$ cat src/rtl/mlr_pkg.sv
// Midpoint line rasteriser: shared constants, register indexes and types.
// No dependencies; every other file of the block uses this package.
`default_nettype none

package mlr_pkg;

    localparam int COORD_BITS_DEF = 12;
    localparam int CLIP_BITS      = 11;
    localparam int CFG_IDX_BITS   = 2;

    localparam logic [CFG_IDX_BITS-1:0] CFG_CLIP_X_MAX = 2'd0;
    localparam logic [CFG_IDX_BITS-1:0] CFG_CLIP_Y_MAX = 2'd1;

    localparam logic [CLIP_BITS-1:0] CLIP_X_RESET = 11'd1919;
    localparam logic [CLIP_BITS-1:0] CLIP_Y_RESET = 11'd1039;

    localparam logic REQ_LOAD = 1'b0;
    localparam logic REQ_STEP = 1'b1;

    typedef struct packed {
        logic minor_neg;
        logic major_neg;
        logic y_major;
    } t_mode;

endpackage

`default_nettype wire

$ cat src/rtl/mlr_if.sv
// Midpoint line rasteriser: request, pixel and configuration channels.
// Depends on mlr_pkg for default widths.
`default_nettype none

interface mlr_req_if #(
    parameter int COORD_BITS = mlr_pkg::COORD_BITS_DEF
);
    logic                         valid;
    logic                         ready;
    logic                         req_type;
    logic signed [COORD_BITS-1:0] x_start;
    logic signed [COORD_BITS-1:0] y_start;
    logic signed [COORD_BITS-1:0] x_end;
    logic signed [COORD_BITS-1:0] y_end;

    modport source (output valid, req_type, x_start, y_start, x_end, y_end, input ready);
    modport sink   (input valid, req_type, x_start, y_start, x_end, y_end, output ready);
endinterface

interface mlr_pix_if #(
    parameter int COORD_BITS = mlr_pkg::COORD_BITS_DEF
);
    logic                         valid;
    logic                         ready;
    logic signed [COORD_BITS-1:0] pix_x;
    logic signed [COORD_BITS-1:0] pix_y;
    logic                         visible;
    logic                         last;

    modport source (output valid, pix_x, pix_y, visible, last, input ready);
    modport sink   (input valid, pix_x, pix_y, visible, last, output ready);
endinterface

interface mlr_cfg_if;
    logic                                 valid;
    logic                                 ready;
    logic [mlr_pkg::CFG_IDX_BITS-1:0]     index;
    logic [mlr_pkg::CLIP_BITS-1:0]        data;

    modport source (output valid, index, data, input ready);
    modport sink   (input valid, index, data, output ready);
endinterface

`default_nettype wire

$ cat src/rtl/mlr_setup.sv
// Midpoint line rasteriser: line set-up logic (octant, first decision, increments).
// Depends on mlr_pkg.
`default_nettype none

module mlr_setup #(
    parameter int COORD_BITS = mlr_pkg::COORD_BITS_DEF
) (
    input  wire logic signed [COORD_BITS-1:0] i_x_start,
    input  wire logic signed [COORD_BITS-1:0] i_y_start,
    input  wire logic signed [COORD_BITS-1:0] i_x_end,
    input  wire logic signed [COORD_BITS-1:0] i_y_end,
    output logic signed [COORD_BITS-1:0]      o_major_end,
    output logic signed [COORD_BITS+2:0]      o_decision,
    output logic signed [COORD_BITS+1:0]      o_diag_inc,
    output logic signed [COORD_BITS:0]        o_straight_inc,
    output mlr_pkg::t_mode                    o_mode,
    output logic                              o_active
);
    import mlr_pkg::*;

    localparam int DW = COORD_BITS + 1;
    localparam int IW = COORD_BITS + 2;
    localparam int TW = COORD_BITS + 3;

    logic signed [DW-1:0] dx, dy, abs_dx, abs_dy, maj, mnr_raw, mnr_abs, mnr;
    logic signed [TW-1:0] twice;
    logic signed [TW-1:0] half;
    logic                 y_major;

    always_comb begin
        dx      = DW'(i_x_end) - DW'(i_x_start);
        dy      = DW'(i_y_end) - DW'(i_y_start);
        abs_dx  = dx[DW-1] ? -dx : dx;
        abs_dy  = dy[DW-1] ? -dy : dy;
        y_major = abs_dy > abs_dx;

        maj         = y_major ? -dy : dx;
        mnr_raw     = y_major ? dx : dy;
        o_major_end = y_major ? i_y_end : i_x_end;

        o_mode.y_major   = y_major;
        o_mode.major_neg = y_major ? dy[DW-1] : dx[DW-1];
        o_mode.minor_neg = mnr_raw[DW-1];

        mnr_abs = mnr_raw[DW-1] ? -mnr_raw : mnr_raw;
        mnr     = (maj > 0) ? mnr_abs : -mnr_abs;

        // halve toward zero
        twice = (TW'(mnr) <<< 1) - TW'(maj);
        half  = twice >>> 1;
        if (twice[TW-1] && twice[0]) begin
            o_decision = half + TW'(1);
        end else begin
            o_decision = half;
        end

        o_diag_inc     = IW'(mnr) - IW'(maj);
        o_straight_inc = mnr;
        o_active       = maj != '0;
    end

endmodule

`default_nettype wire

$ cat src/rtl/mlr_step.sv
// Midpoint line rasteriser: one pixel step (decision test, advance, clip, end test).
// Depends on mlr_pkg.
`default_nettype none

module mlr_step #(
    parameter int COORD_BITS = mlr_pkg::COORD_BITS_DEF
) (
    input  wire logic signed [COORD_BITS-1:0]     i_cur_x,
    input  wire logic signed [COORD_BITS-1:0]     i_cur_y,
    input  wire logic signed [COORD_BITS-1:0]     i_major_end,
    input  wire logic signed [COORD_BITS+2:0]     i_decision,
    input  wire logic signed [COORD_BITS+1:0]     i_diag_inc,
    input  wire logic signed [COORD_BITS:0]       i_straight_inc,
    input  wire mlr_pkg::t_mode                   i_mode,
    input  wire logic [mlr_pkg::CLIP_BITS-1:0]    i_clip_x_max,
    input  wire logic [mlr_pkg::CLIP_BITS-1:0]    i_clip_y_max,
    output logic signed [COORD_BITS-1:0]          o_next_x,
    output logic signed [COORD_BITS-1:0]          o_next_y,
    output logic signed [COORD_BITS+2:0]          o_next_decision,
    output logic                                  o_visible,
    output logic                                  o_last
);
    import mlr_pkg::*;

    localparam int TW = COORD_BITS + 3;
    localparam int VW = ((COORD_BITS > CLIP_BITS) ? COORD_BITS : CLIP_BITS) + 1;

    logic [COORD_BITS-1:0] cur_maj, cur_min, next_maj, next_min, new_min;
    logic                  ge_test, take_diag;
    logic signed [VW-1:0]  vx, vy, lim_x, lim_y;

    always_comb begin
        cur_maj  = i_mode.y_major ? i_cur_y : i_cur_x;
        cur_min  = i_mode.y_major ? i_cur_x : i_cur_y;
        next_maj = i_mode.major_neg ? cur_maj - COORD_BITS'(1) : cur_maj + COORD_BITS'(1);
        next_min = i_mode.minor_neg ? cur_min - COORD_BITS'(1) : cur_min + COORD_BITS'(1);
        o_last   = next_maj == i_major_end;

        ge_test   = i_mode.y_major ? i_mode.major_neg : !i_mode.major_neg;
        take_diag = ge_test ? !i_decision[TW-1]
                            : (i_decision[TW-1] || (i_decision == '0));

        o_next_decision = i_decision + (take_diag ? TW'(i_diag_inc) : TW'(i_straight_inc));
        new_min         = take_diag ? next_min : cur_min;
        o_next_x        = i_mode.y_major ? new_min : next_maj;
        o_next_y        = i_mode.y_major ? next_maj : new_min;

        vx    = VW'(i_cur_x);
        vy    = VW'(i_cur_y);
        lim_x = VW'($signed({1'b0, i_clip_x_max}));
        lim_y = VW'($signed({1'b0, i_clip_y_max}));
        o_visible = (vx >= VW'(1)) && (vx <= lim_x) && (vy >= VW'(1)) && (vy <= lim_y);
    end

endmodule

`default_nettype wire

$ cat src/rtl/midpoint_line_rasterizer_core.sv
// Midpoint line rasteriser top level: request register, line state, pixel register.
// Depends on mlr_pkg, mlr_if, mlr_setup and mlr_step.
`default_nettype none

// A load item (req_type 0) sets up a line from start to end and returns nothing;
// each step item (req_type 1) returns the next pixel, start included, end excluded,
// with last set on the final one and visible set inside 1..clip max on both axes.
// Steps with no line loaded return nothing. The block takes one item every clock
// while ready is high: each item is held in the request register, and a step's pixel
// enters the result register when that item is processed, which waits for the result
// register to be free. Ready drops only while the result register holds an untaken
// pixel and the waiting item is a step on an active line.
// Clip limits are written on the configuration channel (index 0 x, index 1 y); the
// user must write them only while the block is idle, which the block does not enforce.
module midpoint_line_rasterizer_core #(
    parameter int COORD_BITS = mlr_pkg::COORD_BITS_DEF
) (
    input  wire logic i_clk,
    input  wire logic i_rst_n,
    mlr_req_if.sink   i_req,
    mlr_pix_if.source o_pix,
    mlr_cfg_if.sink   i_cfg
);
    import mlr_pkg::*;

    localparam int TW = COORD_BITS + 3;

    logic                         r_s1_valid;
    logic                         r_s1_req_type;
    logic signed [COORD_BITS-1:0] r_s1_x_start, r_s1_y_start, r_s1_x_end, r_s1_y_end;

    logic signed [COORD_BITS-1:0] r_cur_x, r_cur_y, r_major_end;
    logic signed [TW-1:0]         r_decision;
    logic signed [COORD_BITS+1:0] r_diag_inc;
    logic signed [COORD_BITS:0]   r_straight_inc;
    t_mode                        r_mode;
    logic                         r_active;

    logic [CLIP_BITS-1:0]         r_clip_x_max, r_clip_y_max;

    logic                         r_out_valid;
    logic signed [COORD_BITS-1:0] r_pix_x, r_pix_y;
    logic                         r_visible, r_last;
    logic                         n_out_valid;

    logic signed [COORD_BITS-1:0] su_major_end;
    logic signed [TW-1:0]         su_decision;
    logic signed [COORD_BITS+1:0] su_diag_inc;
    logic signed [COORD_BITS:0]   su_straight_inc;
    t_mode                        su_mode;
    logic                         su_active;

    logic signed [COORD_BITS-1:0] st_next_x, st_next_y;
    logic signed [TW-1:0]         st_next_decision;
    logic                         st_visible, st_last;

    logic out_free, produces, proc;

    mlr_setup #(.COORD_BITS(COORD_BITS)) u_setup (
        .i_x_start      (r_s1_x_start),
        .i_y_start      (r_s1_y_start),
        .i_x_end        (r_s1_x_end),
        .i_y_end        (r_s1_y_end),
        .o_major_end    (su_major_end),
        .o_decision     (su_decision),
        .o_diag_inc     (su_diag_inc),
        .o_straight_inc (su_straight_inc),
        .o_mode         (su_mode),
        .o_active       (su_active)
    );

    mlr_step #(.COORD_BITS(COORD_BITS)) u_step (
        .i_cur_x         (r_cur_x),
        .i_cur_y         (r_cur_y),
        .i_major_end     (r_major_end),
        .i_decision      (r_decision),
        .i_diag_inc      (r_diag_inc),
        .i_straight_inc  (r_straight_inc),
        .i_mode          (r_mode),
        .i_clip_x_max    (r_clip_x_max),
        .i_clip_y_max    (r_clip_y_max),
        .o_next_x        (st_next_x),
        .o_next_y        (st_next_y),
        .o_next_decision (st_next_decision),
        .o_visible       (st_visible),
        .o_last          (st_last)
    );

    always_comb begin
        out_free    = !r_out_valid || o_pix.ready;
        produces    = (r_s1_req_type == REQ_STEP) && r_active;
        proc        = r_s1_valid && (!produces || out_free);
        n_out_valid = (r_out_valid && !o_pix.ready) || (proc && produces);
    end

    assign i_req.ready   = !r_s1_valid || proc;
    assign i_cfg.ready   = 1'b1;
    assign o_pix.valid   = r_out_valid;
    assign o_pix.pix_x   = r_pix_x;
    assign o_pix.pix_y   = r_pix_y;
    assign o_pix.visible = r_visible;
    assign o_pix.last    = r_last;

    // request register
    always_ff @(posedge i_clk) begin
        if (!i_rst_n) begin
            r_s1_valid <= 1'b0;
        end else if (i_req.ready) begin
            r_s1_valid <= i_req.valid;
        end
        if (i_req.valid && i_req.ready) begin
            r_s1_req_type <= i_req.req_type;
            r_s1_x_start  <= i_req.x_start;
            r_s1_y_start  <= i_req.y_start;
            r_s1_x_end    <= i_req.x_end;
            r_s1_y_end    <= i_req.y_end;
        end
    end

    // line state
    always_ff @(posedge i_clk) begin
        if (!i_rst_n) begin
            r_cur_x        <= '0;
            r_cur_y        <= '0;
            r_major_end    <= '0;
            r_decision     <= '0;
            r_diag_inc     <= '0;
            r_straight_inc <= '0;
            r_mode         <= '0;
            r_active       <= 1'b0;
        end else if (proc) begin
            if (r_s1_req_type == REQ_LOAD) begin
                r_cur_x        <= r_s1_x_start;
                r_cur_y        <= r_s1_y_start;
                r_major_end    <= su_major_end;
                r_decision     <= su_decision;
                r_diag_inc     <= su_diag_inc;
                r_straight_inc <= su_straight_inc;
                r_mode         <= su_mode;
                r_active       <= su_active;
            end else if (r_active) begin
                r_cur_x    <= st_next_x;
                r_cur_y    <= st_next_y;
                r_decision <= st_next_decision;
                r_active   <= !st_last;
            end
        end
    end

    // pixel register
    always_ff @(posedge i_clk) begin
        if (!i_rst_n) begin
            r_out_valid <= 1'b0;
        end else begin
            r_out_valid <= n_out_valid;
        end
        if (proc && produces) begin
            r_pix_x   <= r_cur_x;
            r_pix_y   <= r_cur_y;
            r_visible <= st_visible;
            r_last    <= st_last;
        end
    end

    // clip limits
    always_ff @(posedge i_clk) begin
        if (!i_rst_n) begin
            r_clip_x_max <= CLIP_X_RESET;
            r_clip_y_max <= CLIP_Y_RESET;
        end else if (i_cfg.valid && i_cfg.ready) begin
            case (i_cfg.index)
                CFG_CLIP_X_MAX: r_clip_x_max <= i_cfg.data;
                CFG_CLIP_Y_MAX: r_clip_y_max <= i_cfg.data;
                default: begin
                end
            endcase
        end
    end

endmodule

`default_nettype wire
$ cat src/flat_wrapper.sv
// flat-port wrapper written by rule: the top's interface ports become plain ports
module midpoint_line_rasterizer_core_flat import mlr_pkg::*;
#(
    parameter int COORD_BITS = mlr_pkg::COORD_BITS_DEF
)
  (i_clk, i_rst_n, i_req_valid, i_req_req_type, i_req_x_start, i_req_y_start, i_req_x_end, i_req_y_end, i_req_ready, o_pix_valid, o_pix_pix_x, o_pix_pix_y, o_pix_visible, o_pix_last, o_pix_ready, i_cfg_valid, i_cfg_index, i_cfg_data, i_cfg_ready);
  mlr_req_if #(.COORD_BITS(COORD_BITS)) i_req_i ();
  mlr_pix_if #(.COORD_BITS(COORD_BITS)) o_pix_i ();
  mlr_cfg_if i_cfg_i ();
  input  wire logic i_clk;
  input  wire logic i_rst_n;
  input wire logic [$bits(i_req_i.valid)-1:0] i_req_valid;
  input wire logic [$bits(i_req_i.req_type)-1:0] i_req_req_type;
  input wire logic [$bits(i_req_i.x_start)-1:0] i_req_x_start;
  input wire logic [$bits(i_req_i.y_start)-1:0] i_req_y_start;
  input wire logic [$bits(i_req_i.x_end)-1:0] i_req_x_end;
  input wire logic [$bits(i_req_i.y_end)-1:0] i_req_y_end;
  output wire logic [$bits(i_req_i.ready)-1:0] i_req_ready;
  output wire logic [$bits(o_pix_i.valid)-1:0] o_pix_valid;
  output wire logic [$bits(o_pix_i.pix_x)-1:0] o_pix_pix_x;
  output wire logic [$bits(o_pix_i.pix_y)-1:0] o_pix_pix_y;
  output wire logic [$bits(o_pix_i.visible)-1:0] o_pix_visible;
  output wire logic [$bits(o_pix_i.last)-1:0] o_pix_last;
  input wire logic [$bits(o_pix_i.ready)-1:0] o_pix_ready;
  input wire logic [$bits(i_cfg_i.valid)-1:0] i_cfg_valid;
  input wire logic [$bits(i_cfg_i.index)-1:0] i_cfg_index;
  input wire logic [$bits(i_cfg_i.data)-1:0] i_cfg_data;
  output wire logic [$bits(i_cfg_i.ready)-1:0] i_cfg_ready;
  assign i_req_i.valid = i_req_valid;
  assign i_req_i.req_type = i_req_req_type;
  assign i_req_i.x_start = i_req_x_start;
  assign i_req_i.y_start = i_req_y_start;
  assign i_req_i.x_end = i_req_x_end;
  assign i_req_i.y_end = i_req_y_end;
  assign i_req_ready = i_req_i.ready;
  assign o_pix_valid = o_pix_i.valid;
  assign o_pix_pix_x = o_pix_i.pix_x;
  assign o_pix_pix_y = o_pix_i.pix_y;
  assign o_pix_visible = o_pix_i.visible;
  assign o_pix_last = o_pix_i.last;
  assign o_pix_i.ready = o_pix_ready;
  assign i_cfg_i.valid = i_cfg_valid;
  assign i_cfg_i.index = i_cfg_index;
  assign i_cfg_i.data = i_cfg_data;
  assign i_cfg_ready = i_cfg_i.ready;
  midpoint_line_rasterizer_core #(.COORD_BITS(COORD_BITS)) u_core (.i_clk(i_clk), .i_rst_n(i_rst_n), .i_req(i_req_i), .o_pix(o_pix_i), .i_cfg(i_cfg_i));
endmodule
$ cat config.mk
export PLATFORM = sky130hd
export DESIGN_NAME = midpoint_line_rasterizer_core_flat
export DESIGN_NICKNAME = d
export VERILOG_FILES = /design/src/rtl/mlr_pkg.sv /design/src/rtl/mlr_if.sv /design/src/rtl/mlr_setup.sv /design/src/rtl/mlr_step.sv /design/src/rtl/midpoint_line_rasterizer_core.sv /design/src/flat_wrapper.sv
export SDC_FILE = /design/constraint.sdc
export NUM_CORES = 1
export LEC_CHECK = 0
export BUFFER_PORTS_ARGS = -buffer_cell sky130_fd_sc_hd__buf_2
export CORE_MARGIN = 2
export CORE_UTILIZATION = 40
export DETAILED_ROUTE_END_ITERATION = 8
export PLACE_DENSITY_LB_ADDON = 0.05
export SYNTH_ARGS = -nofsm -noshare
export SYNTH_HDL_FRONTEND = slang
export SYNTH_HIERARCHICAL = 1
export SYNTH_SLANG_ARGS = --single-unit
$ cat constraint.sdc
create_clock -name i_clk -period 12.2 [get_ports i_clk]
set_input_delay 0.61 -clock i_clk [delete_from_list [all_inputs] [get_ports i_clk]]
set_output_delay 0.61 -clock i_clk [all_outputs]
set_load 0.03 [all_outputs]
==> reports/results.txt, run 1 <==
Synth Area in Simple Gates = 18.54%
Final Core Density = 44.25%
Worst-Margin Slew = 1.251 ns
post-CTS setup buffer count = 0
GRT Util Overall = 24.17%
post-cts sizing count = 0
Post-route DRC = 0
Hold Buf Count CTS = 0
Max FO, Critical Path = 28
min Tclk post-route = 10.29 ns
crit path launch type = flip-flop
post-synthesis area per instance = 8.567 um2
Via density = 5.630
Final ANT Viol Nets = 0
site row count = 71
final setup TNS = 0 ns
Gate Count Post-Synth = 1,758
critical path endpoint category = flip-flop
clock buffer depth = 2
Post-Syn Area = 15,060 um2
Post-Synth XOR/XNOR Area = 7.842%
drt first pass iters = 5
root buf cell = clkbuf_16
Cell variety after synth = 103
max-slew violation count = 0
status = complete, no violations
Max Cap Viol = 0
Final HPWL DP = 36,390 um
Post-synth EDFFs = 75
WL per Instance = 20.12 um
die area = 39,220 um2
Max transition margin = 15.85%
VDD IR max = 0.2074 mV
cell repeated most along the worst path = ha_1
number of H-tree levels = 4
CP Class = flip-flop to flip-flop
DR iter-0 viols = 912
Synth Net Count = 1,956
global-route wire length before repair = 71,880 um
leak pwr = 0.006867 uW
fraction of registers with async set/reset = 0%
number of global-route vias before repair = 12,550
CP max stage delay = 0.89 ns
area delta synth->final = 9.895%
post-synthesis sequential area ratio = 29.04%
I/O Buffers = 94
initial antenna violation count = 2
antenna cells = 0
Clk pin slew, worst setup/hold paths = 0.09 ns
Ys Warns = 6
mux cell area share after synthesis = 5.068%
worst skew pair latency = 0.48 ns
Worst Hold Class = input pin to flip-flop
vias = 13,100
largest net degree at the start of global routing = 85
Most used DFF post-synth = dfxtp_1
Die Ht = 198.0 um
io pins = 96
worst endpoint required time = 12.61 ns
Pwr Density = 286.8 nW/um2
post-synthesis compound-gate area fraction = 23.39%
total gr overflow = 0
Die Width = 198.0 um
Worst Path Arrival = 10.70 ns
Post-Route WL = 46,820 um
area of the multi-input gates = 10000 um2
Layout Nets = 2,001
post-synthesis adder-cell area fraction = 11.23%
largest family of logic cells by synthesized area = compound AO/OA/AOI/OAI gates
layout cells sized above 1 = 12.44%
CTS tree = built
flops & latches, synth = 181
initial core utilization = 40.27%
f_max = 0.09718 GHz
Clock Sinks = 181
Register Area = 4375 um2
Fill cells = 3,753
Post-Route Skew = 0.02323 ns
final hold viol count = 0
TritonCTS Buffers = 17
period utilization = 84.34%
final number of setup-violating endpoints = 0
RePlAce Congestion = 0.9235
Core Area = 37,400 um2
unrepaired setup endpoints after global routing = false
slowest stage cell, crit path = or4b_1
-- per-stage QoR --
step	worst slack (ns)	std cells	instance area (um2)	hold slack, ns	total power [uW]
floorplan	3.546	1758	15060	0.4393	3362
global placement	2.359	2295	15930	0.4511	4127
detailed placement	2.088	2295	15930	0.4563	4108
CTS	2.012	2327	16550	0.2802	4728
global route	1.139	2327	16550	0.2885	5151
finish	1.910	2327	16550	0.3012	4747
-- cell type report --
class,instances,share of cell area (%)
flip-flops and latches,181,26.44
inverters,90,2.041
multi-input cells,1405,60.42
repair buffers,108,3.477
clock buffers,17,2.570
well taps,511,3.863
clock inverters,15,1.194
-- layout by cell type, fill, tap and decap left out, types with 17 or more instances in the layout --
master	n
a21boi_0	56
a21o_1	22
a21oi_1	88
buf_2	94
clkbuf_16	17
dfxtp_1	105
edfxtp_1	75
ha_1	124
inv_1	88
mux2_2	19
mux2i_1	38
nand2_1	262
nand3_1	51
nand4_1	17
nor2_1	89
nor2b_1	20
nor3_1	46
nor4_1	22
o21a_1	64
o21ai_0	55
o221a_1	20
o221a_2	18
xnor2_1	86
xor2_1	40
-- power breakdown --
group          switching [uW]  internal [uW]  leakage (uW)
registers                56.0            691       0.00160
clock network             298            298      0.000297
logic                    2050           1350       0.00498
-- Yosys cell counts (all sizes together), types with 6 or more instances --
| cell type | count | share of area [%] |
|---|---|---|
| nand2 | 263 | 6.6 |
| ha | 124 | 10 |
| dfxtp | 106 | 14 |
| a21oi | 92 | 3.2 |
| inv | 90 | 2.2 |
| nor2 | 90 | 2.3 |
| xnor2 | 88 | 5.2 |
| edfxtp | 75 | 15 |
| o21ai | 69 | 2.3 |
| o21a | 64 | 3.2 |
| a21boi | 56 | 2.8 |
| clkbuf | 54 | 1.3 |
| nand3 | 52 | 1.8 |
| nor3 | 47 | 1.6 |
| xor2 | 40 | 2.3 |
| mux2i | 39 | 2.7 |
| o221a | 38 | 2.8 |
| mux2 | 32 | 2.4 |
| buf | 28 | 1.3 |
| a21o | 22 | 1.1 |
| nor2b | 22 | 0.91 |
| nor4 | 22 | 0.91 |
| nand4 | 17 | 0.71 |
| nand2b | 15 | 0.62 |
| a211oi | 14 | 0.73 |
| o211ai | 14 | 0.73 |
| or2 | 14 | 0.58 |
| a31oi | 13 | 0.54 |
| and2 | 10 | 0.42 |
| o31ai | 10 | 0.53 |
| and3 | 9 | 0.37 |
| o2111ai | 9 | 0.52 |
| o21bai | 9 | 0.45 |
| fa | 7 | 0.93 |
| o31a | 7 | 0.41 |
| or3 | 7 | 0.32 |
| a22oi | 6 | 0.30 |
| nor3b | 6 | 0.30 |
-- path summary, 6_finish.rpt --
check | slack (ns) | to | start | cells after the start
min | 0.30 | u_core/r_s1_y_end[1]$_DFFE_PP_ | i_req_y_end[1] | 1
min reg2reg | 0.46 | u_core/r_diag_inc[6]$_SDFFE_PN0P_ | u_core/r_diag_inc[6]$_SDFFE_PN0P_ | 2
max reg2reg | 1.91 | u_core/r_decision[11]$_SDFFE_PN0P_ | u_core/r_s1_y_start[0]$_DFFE_PP_ | 34
max | 1.91 | u_core/r_decision[11]$_SDFFE_PN0P_ | u_core/r_s1_y_start[0]$_DFFE_PP_ | 34
-- sequential cells by signal (all words and copies together) (netlist names), 3 cells and up --
signal and count:
u_core/o_pix.pix_x 12, u_core/o_pix.pix_y 12, u_core/r_clip_x_max 11, u_core/r_clip_y_max 11
u_core/r_cur_x 12, u_core/r_cur_y 12, u_core/r_decision 15, u_core/r_diag_inc 14
u_core/r_major_end 12, u_core/r_mode 3, u_core/r_s1_x_end 12, u_core/r_s1_x_start 12
u_core/r_s1_y_end 12, u_core/r_s1_y_start 12, u_core/r_straight_inc 13
-- layer usage --
layer / GRT usage (%) / up-vias / wire, um
met5: 0 / - / 0
met4: 6.990 / 0 / 940
met3: 3.696 / 57 / 2070
met2: 38.82 / 323 / 21100
met1: 33.56 / 6224 / 22710
li1: - / 6497 / -
-- worst max-delay path, delay by kind of cell (launching register included) --
kind	cells	cell delay (ns)
AO/OA/AOI/OAI	11	2.64
AND/OR/NAND/NOR	14	4.43
XOR/XNOR	2	0.63
multiplexers	1	0.39
flip-flops	1	0.41
adder cells (fa/ha/maj)	5	1.40
buffers and inverters	1	0.26
-- kinds of logic after synthesis --
group           after synthesis
compound gates              477
xor+xnor                    130
fa+ha+maj                   131
buf+inv                     172
flops                       181
mux                          71
other cells                   1
simple gates                595
No activity file was read; power rests on OpenSTA's default activity.
==> run 2, diff against run 1 <==
ABC_AREA = 1   (was unset)
clock period = 9.25 ns   (was 12.2 ns; I/O delays follow)
==> run 2 against run 1 <==
Against the previous run:
- utilization shrank 0.30 points
- via count grew 17%
- synthesized cell count grew 43%
- global-route usage grew 0.82 points
- setup slack lost 1.0 ns
- design area grew 4.8%
- clock-buffer cell count is the same
- register-to-register slack lost 1.0 ns
- worst hold slack lost 0.15 ns
- cell count grew 33%
- critical path type unchanged
- critical endpoint is now u_core/r_decision[10]$_SDFFE_PN0P_
==> reports/results.txt, run 2 <==
Die Ht = 203.5 um (+2.7%)
critical path endpoint category = flip-flop
GRT Util Overall = 25.00% (+0.82 points)
post-synthesis area per instance = 6.343 um2 (-26%)
total gr overflow = 0 (unchanged)
Critical R2R Capture = u_core/r_decision[10]$_SDFFE_PN0P_
Worst-Margin Slew = 1.146 ns (-0.1050 ns)
Largest register FFs = 15 (unchanged)
DR iter-0 viols = 1,118 (+23%)
layout cells sized above 1 = 8.159% (-4.3 points)
max-slew violation count = 0 (unchanged)
Layout Nets = 2,759 (+38%)
CP Launch Point = u_core/r_s1_x_end[0]$_DFFE_PP_
Reg2Reg Setup Slack = 0.88 ns (-1.03 ns)
Final Core Density = 43.95% (-0.30 points)
root buf cell = clkbuf_16
vias = 15,330 (+17%)
Worst Path Arrival = 8.79 ns (-1.91 ns)
I/O Buffers = 94 (unchanged)
Post-synth EDFFs = 75 (unchanged)
post-synthesis adder-cell area fraction = 10.63% (-0.60 points)
Largest Register = u_core/r_decision
most frequent cells in the layout = 867 x nand2_1, 360 x inv_1, 286 x nor2_1
largest family of logic cells by synthesized area = simple AND/OR/NAND/NOR gates
Max Cap Viol = 0 (unchanged)
fraction of registers with async set/reset = 0% (unchanged)
CP max stage delay = 0.40 ns (-0.49 ns)
WL per Instance = 16.45 um (-18%)
die area = 41,400 um2 (+5.5%)
initial core utilization = 40.33% (+0.062 points)
synth top area cells = nand2_1 20%, edfxtp_1 14%, dfxtp_1 13%
CTS tree = built
clock buffer depth = 2 (unchanged)
RR Startpoint = u_core/r_s1_x_end[0]$_DFFE_PP_
Hold Slack = 0.1508 ns (-0.1503 ns)
min Tclk post-route = 8.374 ns (-1.915 ns)
TritonCTS Buffers = 17 (unchanged)
Most used DFF post-synth = dfxtp_1
Max FO, Critical Path = 29 (+3.6%)
final setup TNS = 0 ns (unchanged)
CP Buf/Inv Count = 12 (+11)
Final HPWL DP = 40,400 um (+11%)
antenna cells = 0 (unchanged)
top flop regs = u_core/r_decision: 15 flops, u_core/r_diag_inc: 14 flops, u_core/r_straight_inc: 13 flops
total stage count of the critical path = 55 (+62%)
final hold viol count = 0 (unchanged)
Synth area leader = nand2_1
initial antenna violation count = 1 (-1)
Core Area = 39,460 um2 (+5.5%)
Yosys top cell area share = 20.47% (+5.5 points)
Post-Syn Area = 15,910 um2 (+5.7%)
Final ANT Viol Nets = 0 (unchanged)
Post-route DRC = 0 (unchanged)
Max transition margin = 23.03% (+7.2 points)
unrepaired setup endpoints after global routing = false
worst endpoint required time = 9.66 ns (-2.95 ns)
slowest stage cell, crit path = edfxtp_1
site row count = 73 (+2.8%)
worst skew pair latency = 0.48 ns (about the same)
RePlAce Congestion = 0.9138 (-1.1%)
Via density = 4.946 (-12%)
Worst Hold Class = input pin to flip-flop
period utilization = 90.53% (+6.2 points)
global-route wire length before repair = 79,670 um (+11%)
mux cell area share after synthesis = 0% (-5.1 points)
largest net degree at the start of global routing = 85 (unchanged)
Ys Warns = 6 (unchanged)
commonest non-fill, non-tap cell in the layout = nand2_1
Cell variety after synth = 52 (-50%)
R2R depth = 55 (+62%)
Post-Synth XOR/XNOR Area = 4.717% (-3.1 points)
drt first pass iters = 5 (unchanged)
status = complete, no violations
f_max = 0.1194 GHz (+23%)
number of global-route vias before repair = 14,240 (+13%)
CP Class = flip-flop to flip-flop
Crit path max-delay family = simple AND/OR/NAND/NOR gates
Die Width = 203.5 um (+2.7%)
final number of setup-violating endpoints = 0 (unchanged)
Synth Area in Simple Gates = 37.47% (+19 points)
flops & latches, synth = 181 (unchanged)
Critical Path Sink = u_core/r_decision[10]$_SDFFE_PN0P_
post-synthesis compound-gate area fraction = 8.326% (-15 points)
top post-synthesis cells by count = 868 x nand2_1, 362 x inv_1, 286 x nor2_1
crit path launch type = flip-flop
Clk pin slew, worst setup/hold paths = 0.09 ns (about the same)
count leader, synth = nand2_1
post-synthesis sequential area ratio = 27.49% (-1.6 points)
Gate Count Post-Synth = 2,509 (+43%)
Hold Buf Count CTS = 0 (unchanged)
area delta synth->final = 8.979%
Synth Net Count = 2,707 (+38%)
io pins = 96 (unchanged)
Post-Route WL = 50,970 um (+8.9%)
Post-Route Skew = 0.01344 ns (-0.009793 ns)
number of H-tree levels = 4 (unchanged)
Clock Sinks = 181 (unchanged)
-- run 2: cell types whose count changed after synthesis, sizes merged, moves of 59 or more --
cell	before	now
inv	90	369
nor2	90	293
xnor2	88	29
nand3	52	165
nand2	263	895
o21a	64	3
-- run 2: worst min path at each step --
stage                                               startpoint                              endpoint  slack, ns  depth (start not counted)
after detailed placement   u_core/r_clip_x_max[4]$_SDFFE_PN1P_   u_core/r_clip_x_max[4]$_SDFFE_PN1P_       0.44                          2
after global routing                           i_req_x_end[11]       u_core/r_s1_x_end[11]$_DFFE_PP_       0.13                          1
final                                           i_req_x_end[1]        u_core/r_s1_x_end[1]$_DFFE_PP_       0.15                          1
after floorplan           u_core/r_clip_x_max[10]$_SDFFE_PN1P_  u_core/r_clip_x_max[10]$_SDFFE_PN1P_       0.43                          2
after CTS                                       i_req_x_end[1]        u_core/r_s1_x_end[1]$_DFFE_PP_       0.12                          1
after global placement     u_core/r_clip_y_max[2]$_SDFFE_PN1P_   u_core/r_clip_y_max[2]$_SDFFE_PN1P_       0.44                          2
-- run 2: stage by stage --
| step | std cells | setup slack [ns] | area [um2] |
|---|---|---|---|
| finish | 3099 | 0.8756 | 17340 |
| global route | 3099 | 0.01760 | 17340 |
| CTS | 3097 | 0.5579 | 17290 |
| detailed placement | 3065 | 0.6105 | 16700 |
| global placement | 3065 | 0.6479 | 16700 |
| floorplan | 2509 | 2.311 | 15910 |
-- run 2: timing repair --
item	4_1_cts	5_1_grt
buffers inserted	0	2
gates resized for setup	0	7
setup endpoints to repair	0	8
-- run 2: layout make-up --
cell class,instances,area [um2]
fillers,4307,22120
repair buffers,105,559.3
multi-input cells,1887,9767
clock inverters,15,165.2
clock buffers,17,425.4
flip-flops and latches,181,4375
well taps,525,656.9
inverters,369,1394
-- run 2: kinds of logic (layout without fill, tap and decap cells) --
kind of cell	after synthesis	count (layout)
buffers and inverters	441	506
other	1	1
adder cells (fa/ha/maj)	131	131
XOR/XNOR	84	84
AO/OA/AOI/OAI	235	235
flip-flops	181	181
AND/OR/NAND/NOR	1436	1436
-- run 2: layer usage --
| metal | vias to the layer above | global-route usage (%) | routed length, um |
|---|---|---|---|
| li1 | 7984 | - | - |
| met1 | 6978 | 34.96 | 25180 |
| met2 | 321 | 40.24 | 22670 |
| met3 | 46 | 3.164 | 2097 |
| met4 | 0 | 7.404 | 1028 |
| met5 | - | 0 | 0 |
Power of run 2 is not shown: default switching activity piles up to over one toggle a cycle in this logic, so the estimate is an artifact.
==> run 3, diff against run 2 <==
CELL_PAD_IN_SITES_DETAIL_PLACEMENT = 1   (was unset)
CELL_PAD_IN_SITES_GLOBAL_PLACEMENT = 2   (was unset)
CORE_UTILIZATION = 31   (was 40)
CTS_CLUSTER_DIAMETER = 120   (was unset)
SLEW_MARGIN = 5   (was unset)
==> run 3 against run 2 <==
Against the previous run:
- clock skew hardly changed
- global-route usage is 2.8 points lower
- sequential share of layout area is 0.36 points lower
- worst hold slack hardly changed
- utilization is 9.5 points lower
- via count is 0.53% higher
- critical path depth is 6 lower
- die area is 28% higher
- register-to-register slack worse by 0.03 ns
- design area is 1.4% higher
- highest routed layer is now met5
==> reports/results.txt, run 3 (synthesized netlist as in run 2, its figures left out) <==
commonest non-fill, non-tap cell in the layout = nand2_1
layout cells sized above 1 = 8.411% (+0.25 points)
root buf cell = clkbuf_16
Clock Sinks = 181 (unchanged)
Largest register FFs = 15 (unchanged)
status = complete, no violations
period utilization = 90.90% (+0.36 points)
Register Area = 4375 um2 (unchanged)
area delta synth->final = 10.54%
clock buffer depth = 2 (unchanged)
CTS tree = built
TritonCTS Buffers = 17 (unchanged)
Final HPWL DP = 46,970 um (+16%)
GRT Util Overall = 22.16% (-2.8 points)
CP Class = flip-flop to flip-flop
slowest stage cell, crit path = o21ai_0
CP max stage delay = 0.46 ns (+0.06 ns)
final setup TNS = 0 ns (unchanged)
crit path launch type = flip-flop
global-route wire length before repair = 90,620 um (+14%)
vias = 15,410 (+0.53%)
Worst-Margin Slew = 1.042 ns (-0.1040 ns)
Max transition margin = 30.47% (+7.4 points)
Core Area = 50,990 um2 (+29%)
most frequent cells in the layout = 867 x nand2_1, 359 x inv_1, 286 x nor2_1
number of H-tree levels = 4 (unchanged)
final number of setup-violating endpoints = 0 (unchanged)
Post-route DRC = 0 (unchanged)
RePlAce Congestion = 0.8640 (-5.4%)
antenna cells = 0 (unchanged)
Die Ht = 230.6 um (+13%)
critical path endpoint category = flip-flop
Post-Route WL = 58,160 um (+14%)
die area = 53,160 um2 (+28%)
Max Cap Viol = 0 (unchanged)
final hold viol count = 0 (unchanged)
Worst Hold Class = input pin to flip-flop
Post-Route Skew = 0.01374 ns (+0.0002990 ns)
total gr overflow = 0 (unchanged)
Fill cells = 6,663 (+55%)
top flop regs = u_core/r_decision: 15 flops, u_core/r_diag_inc: 14 flops, u_core/r_straight_inc: 13 flops
Final ANT Viol Nets = 0 (unchanged)
Hold Buf Count CTS = 0 (unchanged)
unrepaired setup endpoints after global routing = false
cell repeated most along the worst path = nand2_1
Clk pin slew, worst setup/hold paths = 0.08 ns (about the same)
worst endpoint required time = 9.67 ns (about the same)
initial antenna violation count = 1 (unchanged)
io pins = 96 (unchanged)
Max FO, Critical Path = 32 (+10%)
min Tclk post-route = 8.408 ns (+0.03342 ns)
initial core utilization = 31.21% (-9.1 points)
Layout Nets = 2,765 (+0.22%)
number of global-route vias before repair = 15,630 (+9.8%)
DR iter-0 viols = 896 (-20%)
area of the multi-input gates = 9781 um2 (+0.14%)
WL per Instance = 17.84 um (+8.5%)
largest net degree at the start of global routing = 82 (-3.5%)
worst skew pair latency = 0.49 ns (about the same)
site row count = 83 (+14%)
Via density = 4.727 (-4.4%)
Die Width = 230.6 um (+13%)
f_max = 0.1189 GHz (-0.40%)
Largest Register = u_core/r_decision
drt first pass iters = 5 (unchanged)
max-slew violation count = 0 (unchanged)
Worst Path Arrival = 8.83 ns (+0.04 ns)
I/O Buffers = 94 (unchanged)
-- run 3: path summary, 6_finish.rpt --
check	cells after the start	startpoint	slack, ns	end
setup / recovery	49	u_core/r_s1_x_start[0]$_DFFE_PP_	0.84	u_core/r_decision[10]$_SDFFE_PN0P_
hold / removal	1	i_req_x_start[10]	0.15	u_core/r_s1_x_start[10]$_DFFE_PP_
setup reg to reg	49	u_core/r_s1_x_start[0]$_DFFE_PP_	0.84	u_core/r_decision[10]$_SDFFE_PN0P_
hold reg to reg	2	u_core/r_clip_x_max[10]$_SDFFE_PN1P_	0.46	u_core/r_clip_x_max[10]$_SDFFE_PN1P_
-- run 3: through the flow --
stage	hold slack [ns]	worst slack [ns]	utilization, %	std cells	area [um2]
after CTS	0.1184	0.3052	34.31	3253	17500
final	0.1508	0.8422	34.50	3260	17590
after detailed placement	0.4453	0.3453	33.16	3221	16910
after global routing	0.1266	0.005863	34.50	3260	17590
after floorplan	0.4289	2.311	-	2509	15910
after global placement	0.4422	0.6924	33.16	3221	16910
-- run 3: metal layers --
layer | wire [um] | vias to the layer above | track usage (%)
li1 | - | 7988 | -
met1 | 28880 | 7236 | 30.21
met2 | 27220 | 148 | 37.48
met3 | 1199 | 36 | 2.433
met4 | 853 | 2 | 5.141
met5 | 13 | - | 0
-- run 3: repair_timing --
| item | 4_1_cts | 5_1_grt |
|---|---|---|
| endpoints found under the hold margin | 0 | 0 |
| endpoints found under the setup margin | 0 | 15 |
| gates resized for setup | 0 | 9 |
| buffers inserted | 0 | 5 |
-- run 3: cell type report --
type | count | share of cell area [%]
Clock buffer | 18 | 2.440
Clock inverter | 14 | 0.9175
Inverter | 369 | 7.945
Multi-Input combinational cell | 1888 | 55.60
Sequential cell | 181 | 24.87
Tap cell | 680 | 4.836
Timing Repair Buffer | 109 | 3.350
Timing Repair inverter | 1 | 0.04267
-- run 3: critical path: cells and delay by family (launching register included) --
family                     cells  cell delay [ns]
DFF                            1             0.40
adders and majority gates      4             1.32
and+or+nand+nor               25             3.12
AOI/OAI and AO/OA              9             1.99
xor gates and xnor gates       3             0.45
buffers and inverters          8             1.05
Power of run 3 is left out for the same reason.
